File: src/hw/rtl/xrng_pkg.sv
package xrng_pkg;

	localparam logic [63:0] SM_GAMMA = 64'h9e37_79b9_7f4a_7c15;
	localparam logic [63:0] SM_MUL1  = 64'hbf58_476d_1ce4_e5b9;
	localparam logic [63:0] SM_MUL2  = 64'h94d0_49bb_1331_11eb;

	localparam int unsigned SM_SHIFT_A = 30;
	localparam int unsigned SM_SHIFT_B = 27;
	localparam int unsigned SM_SHIFT_C = 31;
	localparam int unsigned XS_SHIFT   = 17;
	localparam int unsigned XS_ROT     = 45;
	localparam int unsigned FRAC_SHIFT = 11;

	localparam logic FUNC_SEED = 1'b0;
	localparam logic FUNC_DRAW = 1'b1;

	typedef enum logic [3:0] {
		ST_ADD,
		ST_M1_LO,
		ST_M1_H1,
		ST_M1_H2,
		ST_MIX1,
		ST_M2_LO,
		ST_M2_H1,
		ST_M2_H2,
		ST_MIX2,
		ST_IDLE
	} state_t;

	typedef enum logic [3:0] {
		OP_NONE,
		OP_LOAD,
		OP_DRAW,
		OP_ADD,
		OP_MUL_LO,
		OP_MUL_H1,
		OP_MUL_H2,
		OP_MIX1,
		OP_MIX2
	} op_t;

	typedef struct packed {
		op_t  op;
		logic k_sel;
	} cmd_t;

	typedef struct packed {
		logic out_free;
		logic last_word;
	} stat_t;

endpackage

File: src/hw/rtl/xrng_req_if.sv
interface xrng_req_if;
	logic               valid;
	logic               ready;
	logic               func;
	logic signed [31:0] seed_value;

	modport source (output valid, output func, output seed_value, input ready);
	modport sink (input valid, input func, input seed_value, output ready);
endinterface

File: src/hw/rtl/xrng_rsp_if.sv
interface xrng_rsp_if;
	logic        valid;
	logic        ready;
	logic [63:0] random_word;
	logic [52:0] unit_fraction;

	modport source (output valid, output random_word, output unit_fraction, input ready);
	modport sink (input valid, input random_word, input unit_fraction, output ready);
endinterface

File: src/hw/rtl/xrng_ctrl.sv
module xrng_ctrl (
	input  logic          clk,
	input  logic          arst_n,
	input  logic          req_valid,
	input  logic          req_func,
	input  xrng_pkg::stat_t stat,
	output logic          req_ready,
	output xrng_pkg::cmd_t  cmd
);
	import xrng_pkg::*;

	state_t state_q;
	state_t state_d;

	always_ff @(posedge clk or negedge arst_n) begin
		if (!arst_n) begin
			state_q <= ST_ADD;
		end else begin
			state_q <= state_d;
		end
	end

	always_comb begin
		state_d   = state_q;
		cmd.op    = OP_NONE;
		cmd.k_sel = 1'b0;
		req_ready = 1'b0;
		unique case (state_q)
			ST_ADD: begin
				cmd.op  = OP_ADD;
				state_d = ST_M1_LO;
			end
			ST_M1_LO: begin
				cmd.op  = OP_MUL_LO;
				state_d = ST_M1_H1;
			end
			ST_M1_H1: begin
				cmd.op  = OP_MUL_H1;
				state_d = ST_M1_H2;
			end
			ST_M1_H2: begin
				cmd.op  = OP_MUL_H2;
				state_d = ST_MIX1;
			end
			ST_MIX1: begin
				cmd.op  = OP_MIX1;
				state_d = ST_M2_LO;
			end
			ST_M2_LO: begin
				cmd.op    = OP_MUL_LO;
				cmd.k_sel = 1'b1;
				state_d   = ST_M2_H1;
			end
			ST_M2_H1: begin
				cmd.op    = OP_MUL_H1;
				cmd.k_sel = 1'b1;
				state_d   = ST_M2_H2;
			end
			ST_M2_H2: begin
				cmd.op    = OP_MUL_H2;
				cmd.k_sel = 1'b1;
				state_d   = ST_MIX2;
			end
			ST_MIX2: begin
				cmd.op  = OP_MIX2;
				state_d = stat.last_word ? ST_IDLE : ST_ADD;
			end
			ST_IDLE: begin
				req_ready = stat.out_free;
				if (req_valid && stat.out_free) begin
					if (req_func == FUNC_DRAW) begin
						cmd.op = OP_DRAW;
					end else begin
						cmd.op  = OP_LOAD;
						state_d = ST_ADD;
					end
				end
			end
			default: begin
				state_d = ST_IDLE;
			end
		endcase
	end
endmodule

File: src/hw/rtl/xrng_dp.sv
module xrng_dp (
	input  logic               clk,
	input  logic               arst_n,
	input  xrng_pkg::cmd_t     cmd,
	input  logic signed [31:0] seed_value,
	input  logic               rsp_ready,
	output xrng_pkg::stat_t    stat,
	output logic               rsp_valid,
	output logic [63:0]        random_word,
	output logic [52:0]        unit_fraction
);
	import xrng_pkg::*;

	logic [63:0] ctr_q;
	logic [63:0] z_q;
	logic [63:0] acc_q;
	logic [1:0]  idx_q;
	logic [63:0] gen_q [4];
	logic [63:0] word_q;
	logic        valid_q;

	logic [63:0] ctr_sum;
	logic [63:0] k_sel;
	logic [31:0] mul_a;
	logic [31:0] mul_b;
	logic [63:0] prod;
	logic [63:0] t_word;
	logic [63:0] n0, n1, n2, n3;

	assign ctr_sum = ctr_q + SM_GAMMA;
	assign k_sel   = cmd.k_sel ? SM_MUL2 : SM_MUL1;
	assign mul_a   = (cmd.op == OP_MUL_H1) ? z_q[63:32] : z_q[31:0];
	assign mul_b   = (cmd.op == OP_MUL_H2) ? k_sel[63:32] : k_sel[31:0];
	assign prod    = 64'(mul_a) * 64'(mul_b);

	assign t_word = gen_q[1] << XS_SHIFT;
	assign n2     = gen_q[2] ^ gen_q[0];
	assign n3     = gen_q[3] ^ gen_q[1];
	assign n1     = gen_q[1] ^ n2;
	assign n0     = gen_q[0] ^ n3;

	always_ff @(posedge clk or negedge arst_n) begin
		if (!arst_n) begin
			ctr_q   <= '0;
			idx_q   <= '0;
			valid_q <= 1'b0;
		end else begin
			unique case (cmd.op)
				OP_LOAD: begin
					ctr_q <= {{32{seed_value[31]}}, seed_value};
					idx_q <= '0;
				end
				OP_ADD: begin
					ctr_q <= ctr_sum;
				end
				OP_MIX2: begin
					idx_q <= idx_q + 2'd1;
				end
				default: begin
				end
			endcase
			if (cmd.op == OP_DRAW) begin
				valid_q <= 1'b1;
			end else if (rsp_ready) begin
				valid_q <= 1'b0;
			end
		end
	end

	always_ff @(posedge clk) begin
		unique case (cmd.op) inside
			OP_ADD: begin
				z_q <= ctr_sum ^ (ctr_sum >> SM_SHIFT_A);
			end
			OP_MUL_LO: begin
				acc_q <= prod;
			end
			OP_MUL_H1, OP_MUL_H2: begin
				acc_q[63:32] <= acc_q[63:32] + prod[31:0];
			end
			OP_MIX1: begin
				z_q <= acc_q ^ (acc_q >> SM_SHIFT_B);
			end
			OP_MIX2: begin
				gen_q[idx_q] <= acc_q ^ (acc_q >> SM_SHIFT_C);
			end
			OP_DRAW: begin
				word_q   <= gen_q[0] + gen_q[3];
				gen_q[0] <= n0;
				gen_q[1] <= n1;
				gen_q[2] <= n2 ^ t_word;
				gen_q[3] <= {n3[63-XS_ROT:0], n3[63:64-XS_ROT]};
			end
			default: begin
			end
		endcase
	end

	assign stat.out_free  = !valid_q || rsp_ready;
	assign stat.last_word = (idx_q == 2'd3);
	assign rsp_valid      = valid_q;
	assign random_word    = word_q;
	assign unit_fraction  = word_q[63:FRAC_SHIFT];
endmodule

File: src/hw/rtl/xoshiro256plus_rng_with_seeding.sv
// xoshiro256+ generator with SplitMix64 seeding. A draw request (func = 1) returns the sum of
// state words 0 and 3 plus its top 53 bits as a fraction of 2^53, and draws are taken one per
// cycle as long as the result register drains. A seed request (func = 0) gives no response and
// keeps req.ready low while the four state words are rebuilt: each SplitMix64 word is paced
// by the single shared 32x32 multiplier that forms each 64-bit product in three partial steps.
// After reset the block runs the same pass with seed 0 before it first raises req.ready.
module xoshiro256plus_rng_with_seeding (
	input logic        clk,
	input logic        arst_n,
	xrng_req_if.sink   req,
	xrng_rsp_if.source rsp
);
	import xrng_pkg::*;

	cmd_t  cmd;
	stat_t stat;
	logic  req_ready;

	xrng_ctrl u_ctrl (
		.clk       (clk),
		.arst_n    (arst_n),
		.req_valid (req.valid),
		.req_func  (req.func),
		.stat      (stat),
		.req_ready (req_ready),
		.cmd       (cmd)
	);

	xrng_dp u_dp (
		.clk           (clk),
		.arst_n        (arst_n),
		.cmd           (cmd),
		.seed_value    (req.seed_value),
		.rsp_ready     (rsp.ready),
		.stat          (stat),
		.rsp_valid     (rsp.valid),
		.random_word   (rsp.random_word),
		.unit_fraction (rsp.unit_fraction)
	);

	assign req.ready = req_ready;

`ifndef SYNTHESIS
	a_seed_stalls: assert property (@(posedge clk) disable iff (!arst_n)
		req.valid && req.ready && (req.func == FUNC_SEED) |=> !req.ready)
		else $error("request taken right after seed");

	a_rsp_from_draw: assert property (@(posedge clk) disable iff (!arst_n)
		$rose(rsp.valid) |-> $past(req.valid && req.ready && (req.func == FUNC_DRAW)))
		else $error("response without draw");

	a_fraction: assert property (@(posedge clk) disable iff (!arst_n)
		rsp.valid |-> (rsp.unit_fraction == rsp.random_word[63:FRAC_SHIFT]))
		else $error("fraction mismatch");
`endif
endmodule

File: src/flat_wrapper.sv
// flat-port wrapper written by rule: the top's interface ports become plain ports
module xoshiro256plus_rng_with_seeding_flat import xrng_pkg::*;
  (clk, arst_n, req_valid, req_func, req_seed_value, req_ready, rsp_valid, rsp_random_word, rsp_unit_fraction, rsp_ready);
  xrng_req_if req_i ();
  xrng_rsp_if rsp_i ();
  input logic clk;
  input logic arst_n;
  input wire logic [$bits(req_i.valid)-1:0] req_valid;
  input wire logic [$bits(req_i.func)-1:0] req_func;
  input wire logic [$bits(req_i.seed_value)-1:0] req_seed_value;
  output wire logic [$bits(req_i.ready)-1:0] req_ready;
  output wire logic [$bits(rsp_i.valid)-1:0] rsp_valid;
  output wire logic [$bits(rsp_i.random_word)-1:0] rsp_random_word;
  output wire logic [$bits(rsp_i.unit_fraction)-1:0] rsp_unit_fraction;
  input wire logic [$bits(rsp_i.ready)-1:0] rsp_ready;
  assign req_i.valid = req_valid;
  assign req_i.func = req_func;
  assign req_i.seed_value = req_seed_value;
  assign req_ready = req_i.ready;
  assign rsp_valid = rsp_i.valid;
  assign rsp_random_word = rsp_i.random_word;
  assign rsp_unit_fraction = rsp_i.unit_fraction;
  assign rsp_i.ready = rsp_ready;
  xoshiro256plus_rng_with_seeding u_core (.clk(clk), .arst_n(arst_n), .req(req_i), .rsp(rsp_i));
endmodule
File: config.mk
export PLATFORM = sky130hd
export DESIGN_NAME = xoshiro256plus_rng_with_seeding_flat
export DESIGN_NICKNAME = d
export VERILOG_FILES = /design/src/hw/rtl/xrng_pkg.sv /design/src/hw/rtl/xrng_req_if.sv /design/src/hw/rtl/xrng_rsp_if.sv /design/src/hw/rtl/xrng_ctrl.sv /design/src/hw/rtl/xrng_dp.sv /design/src/hw/rtl/xoshiro256plus_rng_with_seeding.sv /design/src/flat_wrapper.sv
export SDC_FILE = /design/constraint.sdc
export NUM_CORES = 2
export LEC_CHECK = 0
export BUFFER_PORTS_ARGS = -buffer_cell sky130_fd_sc_hd__buf_2
export CORE_AREA = 2 2 335 337
export DETAILED_ROUTE_END_ITERATION = 10
export DIE_AREA = 0 0 337 339
export PLACE_DENSITY = 0.71
export REMOVE_ABC_BUFFERS = 1
export SLEW_MARGIN = 10
export SYNTH_ARGS = -nofsm -noshare
export SYNTH_HDL_FRONTEND = slang
export SYNTH_SLANG_ARGS = --single-unit
File: constraint.sdc
create_clock -name clk -period 15.2 [get_ports clk]
set_input_delay 3.04 -clock clk [delete_from_list [all_inputs] [get_ports clk]]
set_output_delay 3.04 -clock clk [all_outputs]
set_load 0.1 [all_outputs]
Word level (Yosys, flattened, before mapping)
Memories as Yosys holds them, arrays and structs flattened.
Index checks and enable logic that the tools add are counted.
Storage, ports and cells
  memories: 1
  bits in registers: 263
  word-level logic and storage cells: 83
  bits in writable memories: 256
Cells by class
  bitwise operators: 8
  reductions and logical operators: 16
  muxes and demuxes: 25
  add/sub/neg operators: 4
  eq/ne operators: 20
  $mul: 1
Memories
  u_core.u_dp.gen_q: depth 4, width 64, rd ports 4, clocked after Yosys merged registers in 0, wr ports 4, RTL line xrng_dp.sv:18  | logic [63:0] gen_q [4];
Operators with widths (number)
  XOR 64 bit: 5
  case mux 64 bit (2 select lines): 2
  adder 64 bit: 1
  adder 64 bit (second input constant): 1
  multiplier 32 x 32 -> 64 bit: 1
  two-way mux 32 bit: 2
  two-way mux 64 bit: 1
  case mux 32 bit (2 select lines): 1
  OR reduction 64 bit: 1
  XOR 64 x 33 -> 64 bit: 1
  XOR 64 x 34 -> 64 bit: 1
  XOR 64 x 37 -> 64 bit: 1
  two-way mux 62 bit: 1
  case mux 4 bit (10 select lines): 1
  adder 32 bit: 1
  equality test 4 x 3 -> 1 bit (second input constant): 8
  case mux 4 bit (7 select lines): 1
  equality test 4 x 2 -> 1 bit (second input constant): 4
  equality test 4 bit (second input constant): 3
  two-way mux 4 bit: 3
  nonzero test 2 bit: 5
  two-way mux 1 bit: 9
  equality test 4 x 1 -> 1 bit (second input constant): 2
  OR reduction 2 bit: 4
  other kinds (11): 14

Longest topological paths before layout
  depth after elaboration: 10
  mapped depth: 46

By module
From an unflattened synthesis, not the netlist that was laid out.
Unflattened totals
  cell total of the unflattened synthesis: 6001
  area total of the unflattened synthesis: 60140.2 sq um
Modules (own cells, without submodules)
  xrng_dp: cells an instance 5966, area each 59833.6 sq um, seq. area each 15129.5 sq um, instances 1
  xrng_ctrl: cells an instance 35, area each 306.5 sq um, seq. area each 100.1 sq um, instances 1

Least setup slack after synthesis
Ideal clock, no wire load.
  path kind: register -> register
  start: register u_core.u_ctrl.state_q[0]
  end: register u_core.u_dp.acc_q[63], data pin
  arrival time: 11.071 ns
  stages on the path, launching flop included: 42
  path slack: 3.861 ns
  clock period less this slack: 11.339 ns
  library setup time: 0.267 ns
  path through: dfrtp_1 buf_1 nor2_1 nor2_1 and2_1 clkbuf_1 clkbuf_1 ha_1 clkbuf_1 clkbuf_1 or2_2 fa_1 inv_1 fa_1 fa_1 inv_1 fa_1 inv_1 [... 6 more ...] ha_1 clkbuf_1 nand4_1 nor4b_1 inv_1 o311ai_1 o21ai_0 o21bai_1 xnor2_1 ha_1 nand4_1 nor2_1 a211oi_1 o2111ai_1 nand2_1 xor2_1 o21ai_0 o211ai_1
Between the ends
  cells in the longest elaborated chain, start to end: 8
RTL lines
  start: declaration: RTL line xrng_ctrl.sv:12  | state_t state_q;
  start signal: assignment: RTL line xrng_ctrl.sv:19  | state_q <= state_d;
  equality test 4 x 3 -> 1 bit (tied with other cells): RTL line xrng_ctrl.sv:28  | unique case (state_q)
  OR reduction 2 bit (no source line) / OR reduction 3 bit (equally long branches)
  case mux 4 bit (7 select lines) / two-way mux 1 bit (equally long branches): RTL line xrng_ctrl.sv:28
  equality test 4 x 3 -> 1 bit (tied with other cells): RTL line xrng_dp.sv:32  | assign mul_a = (cmd.op == OP_MUL_H1) ? z_q[63:32] : z_q[31:0];
  two-way mux 32 bit (on tied branches): RTL line xrng_dp.sv:32, xrng_dp.sv:33
  multiplier 32 x 32 -> 64 bit (*): RTL line xrng_dp.sv:34  | assign prod = 64'(mul_a) * 64'(mul_b);
  net u_core.u_dp.prod[30]: RTL line xrng_dp.sv:26  | logic [63:0] prod;
  adder 32 bit (*): RTL line xrng_dp.sv:79  | acc_q[63:32] <= acc_q[63:32] + prod[31:0];
  case mux 32 bit (2 select lines) (*): RTL line xrng_dp.sv:71  | unique case (cmd.op) inside
  end signal: assignment: RTL line xrng_dp.sv:76  | acc_q <= prod;
  end signal: assignment: RTL line xrng_dp.sv:79
  end: declaration: RTL line xrng_dp.sv:16  | logic [63:0] acc_q;
Mark *: on every way through the listed nets, which the timed path passes. The rest lies on a longest branch.
A chain may end at the register's enable or synchronous reset.

Worst setup path after layout
Same ends and word-level chain as after synthesis.

==> results by group <==
Worst hold path
  – Min-Delay Path Class: reg2reg

Synth
  – Number of cells produced by synthesis: 6078
  – Post-synthesis adder-cell area fraction: 0.361
  – Cell types occupying the most area after synthesis: sky130_fd_sc_hd__fa_1 (27%), sky130_fd_sc_hd__edfxtp_1 (22%), sky130_fd_sc_hd__ha_1 (9.1%), sky130_fd_sc_hd__inv_1 (6.0%), sky130_fd_sc_hd__xnor2_1 (5.4%)
  – Most instantiated cells after synthesis: sky130_fd_sc_hd__inv_1 (969), sky130_fd_sc_hd__fa_1 (817), sky130_fd_sc_hd__nor2_1 (461)
  – Sequential area share after synthesis: 0.252
  – Share of synthesized area spent on multiplexers: 0.00709
  – Flip-flop and latch count after synthesis: 519
  – Number of flops mapped to enable cells by yosys: 448
  – Count of cell types in the netlist: 90
  – Yosys warning count: 0
  – Cell type contributing the most total cell area after synthesis: sky130_fd_sc_hd__fa_1
  – Largest family of logic cells by synthesized area: adder cells
  – Post-synthesis compound-gate area fraction: 0.106
  – Most used flip-flop cell after synthesis: sky130_fd_sc_hd__edfxtp_1
  – Fraction of registers with async set or reset after synthesis: 0.137
  – Average footprint of a synthesized cell: 9.96 µm²
  – Area share of and/or/nand/nor cells after synthesis: 0.0978
  – Fraction of post-synthesis cell area in the top cell type by area: 0.270
  – Most repeated cell in the gate-level netlist after synthesis: sky130_fd_sc_hd__inv_1
  – XOR/XNOR Fraction of Synth Area: 0.0957
  – Post-synth design cell area: 60500 µm²

Cells and area
  – Layout overhead on the synthesized area: 6.36%
  – Fraction of final layout cells with drive strength greater than 1: 0.0647
  – Area of the multi-input gates: 40600 µm²
  – Final std cell area, no fill: 64400 µm²
  – Filler cell count: 9572
  – Non-filler instance count after layout: 7608
  – Number of nets in the layout: 7368
  – Sequential Area: 15200 µm²

Timing
  – Highest clock rate: 83.3 MHz
  – Post-route clock period utilization: 0.790
  – Total count of hold-check failures in the final report: 0
  – Transition time of the tightest slew-check pin: 1120 ps
  – Clock period minus worst slack: 12010 ps
  – Relative slew margins: 0.252
  – Crit path setup slack, layout: 3190 ps
  – Total setup violations reported at the end of the flow: 0
  – Largest clock skew in the final design: 38.3 ps
  – Count of final max-slew check failures: 0
  – Unrepaired setup endpoints after global routing: false

Status
  – Result of the run: complete, no violations

Floorplan
  – Core box area: 110000 µm²
  – Height of the chip: 339 µm
  – Die Area: 114000 µm²
  – Starting Density: 0.548
  – Boundary pin count: 156
  – Die Span X: 337 µm
  – Standard-cell rows: 122

Place
  – Worst setup slack after placement: 3340 ps
  – Port Buf Inserts: 155
  – Final RePlAce weighted congestion: 1.01
  – Instance area at placement: 62500 µm²
  – Cell count after placement: 7507
  – DPL Wire Length: 163 mm

Setup path
  – Cell with the largest stage delay on the worst path: sky130_fd_sc_hd__ha_1
  – Category of the worst setup path capture point: flip-flop
  – Kind of critical path: reg2reg
  – R2R Path End: u_core.u_dp.acc_q[63]
  – Number of buffer and inverter stages on the critical path: 9
  – Count of cell instances traversed by the critical path: 38
  – Worst reg-to-reg path cell count: 38
  – Critical Path Start Type: flip-flop
  – Register-to-register path setup slack: 3190 ps
  – CP required: 15570 ps
  – Capturing element of the worst setup path: u_core.u_dp.acc_q[63]
  – Largest incremental delay on the critical path: 750 ps
  – Critical Path Most Common Cell: sky130_fd_sc_hd__fa_1
  – Cell type group with the largest total delay on the critical path: adder cells
  – Worst endpoint data arrival time: 12380 ps
  – Critical Path Source: u_core.u_ctrl.state_q[0]
  – Maximum fanout encountered on the critical timing path: 33
  – Worst R2R Start: u_core.u_ctrl.state_q[0]

Drt
  – Met3 WL post-DR: 20.9 mm
  – DRC violation count after routing: 0
  – Drt first pass iters: 6
  – Vias after detailed routing: 44900
  – Number of violations reported at the end of detailed-routing iteration 0: 4376
  – Top routing layer used: met4
  – Vias per inst: 5.90
  – Average wire per cell in the routed design: 26.2 µm
  – Total Wirelength: 199 mm
  – Antenna-violating nets left: 0
  – Wire length on met1: 80.3 mm
  – Met2 WL: 89.3 mm

CTS
  – Worst-path clk slew: 70 ps
  – Maximum buffer depth of the clock tree: 3
  – Clock Latency Late Sink: 640 ps
  – Clock tree from TritonCTS: built
  – Clock tree root driver cell: sky130_fd_sc_hd__clkbuf_16
  – Cts-stage hold buffer count: 0
  – CTS sink count: 519
  – Resized Gates After CTS: 0
  – Post-CTS setup repair buffer count: 0
  – Inserted Clock Buffers: 53
  – Htree depth: 2

Flow run
  – Max-cap check violation count: 0

Global routing
  – Overall track demand over capacity in global routing: 0.352
  – Largest net degree at the start of global routing: 226
  – Total congestion overflow: 0
  – Number of antenna violations at the first check in global routing: 0
  – Via count of the first global-routing pass: 45300
  – Global-route wire length before repair: 296 mm
[through the flow]
stage | setup TNS, ps | util | hold slack (ps)
finish | 0 | 0.583 | 516
global route | 0 | 0.583 | 579
CTS | 0 | 0.583 | 516
detailed placement | 0 | 0.566 | 501
global placement | 0 | 0.566 | 493
floorplan | -222700 | - | 498
[worst register-to-register path: cells and delay by family (launching register included)]
| kind | cells | cell delay [ps] |
|---|---|---|
| buffers and inverters | 9 | 1720 |
| adder cells (fa/ha/maj) | 11 | 5450 |
| flip-flops | 1 | 560 |
| AND/OR/NAND/NOR | 9 | 1880 |
| XOR/XNOR | 2 | 240 |
| AO/OA/AOI/OAI | 7 | 1920 |
[cells by family after synthesis]
logic type                 after synthesis
and+or+nand+nor                       1281
xor gates and xnor gates               654
AOI/OAI and AO/OA                     1082
DFF                                    519
muxes                                   41
buffers and inverters                 1244
adders and majority gates             1257
[routing by layer]
metal,vias up,track usage
met2,2303,0.538
met5,-,0
met1,22600,0.483
met3,334,0.0912
li1,19700,-
met4,0,0.130
[worst min-delay path by stage]
| stage | start | to | slack, ps | depth (start not counted) |
|---|---|---|---|---|
| 4_1_cts | u_core.u_dp.rsp_valid | u_core.u_dp.rsp_valid | 520 | 2 |
| 3_5_place_dp | u_core.u_dp.rsp_valid | u_core.u_dp.rsp_valid | 500 | 2 |
| 2_1_floorplan | u_core.u_dp.ctr_q[62] | u_core.u_dp.ctr_q[62] | 500 | 2 |
| 5_1_grt | u_core.u_dp.ctr_q[50] | u_core.u_dp.ctr_q[50] | 580 | 1 |
| 3_3_place_gp | u_core.u_dp.rsp_valid | u_core.u_dp.rsp_valid | 490 | 2 |
| 6_report | u_core.u_dp.rsp_valid | u_core.u_dp.rsp_valid | 520 | 2 |
[cells in the final DEF (no fill, tap or decap), types with 16 or more instances in the layout]
master / n
sky130_fd_sc_hd__inv_1: 967
sky130_fd_sc_hd__a21oi_1: 354
sky130_fd_sc_hd__nor2_1: 459
sky130_fd_sc_hd__buf_2: 154
sky130_fd_sc_hd__ha_1: 437
sky130_fd_sc_hd__nand2b_1: 68
sky130_fd_sc_hd__a31oi_1: 27
sky130_fd_sc_hd__a211oi_1: 17
sky130_fd_sc_hd__clkbuf_16: 54
sky130_fd_sc_hd__nor3_1: 39
sky130_fd_sc_hd__o211ai_1: 18
sky130_fd_sc_hd__xor2_1: 273
sky130_fd_sc_hd__fa_1: 817
sky130_fd_sc_hd__xnor2_1: 376
sky130_fd_sc_hd__o21a_1: 26
sky130_fd_sc_hd__edfxtp_1: 448
sky130_fd_sc_hd__o22a_1: 16
sky130_fd_sc_hd__and2_1: 91
sky130_fd_sc_hd__o21ai_0: 360
sky130_fd_sc_hd__nand4_1: 26
sky130_fd_sc_hd__nand3_1: 55
sky130_fd_sc_hd__a21o_1: 84
sky130_fd_sc_hd__nor2b_1: 62
sky130_fd_sc_hd__o21ai_1: 18
sky130_fd_sc_hd__or2_2: 38
sky130_fd_sc_hd__dfrtp_1: 71
sky130_fd_sc_hd__nand2_1: 354
sky130_fd_sc_hd__and3_1: 26
sky130_fd_sc_hd__mux2i_1: 17
sky130_fd_sc_hd__o21bai_1: 31
sky130_fd_sc_hd__o22ai_1: 16
sky130_fd_sc_hd__buf_4: 52
[sequential cells by signal (all words and copies together), names as in the netlist]
signal,count
u_core.u_ctrl.state_q,4
u_core.u_dp.random_word,64
u_core.u_dp.ctr_q,64
u_core.u_dp.rsp_valid,1
u_core.u_dp.gen_q,256
u_core.u_dp.idx_q,2
u_core.u_dp.z_q,64
u_core.u_dp.acc_q,64
[cell type report]
class	instances	share of cell area
antenna	2	0.0000778
clock buffer	66	0.0225
timing repair buffer	207	0.0183
inverter	978	0.0571
clock inverter	33	0.00624
multi-input combinational	4315	0.630
sequential	519	0.237
tap	1488	0.0289
Power is not shown: default switching activity piles up to over one toggle a cycle in this logic, so the estimate is an artifact.
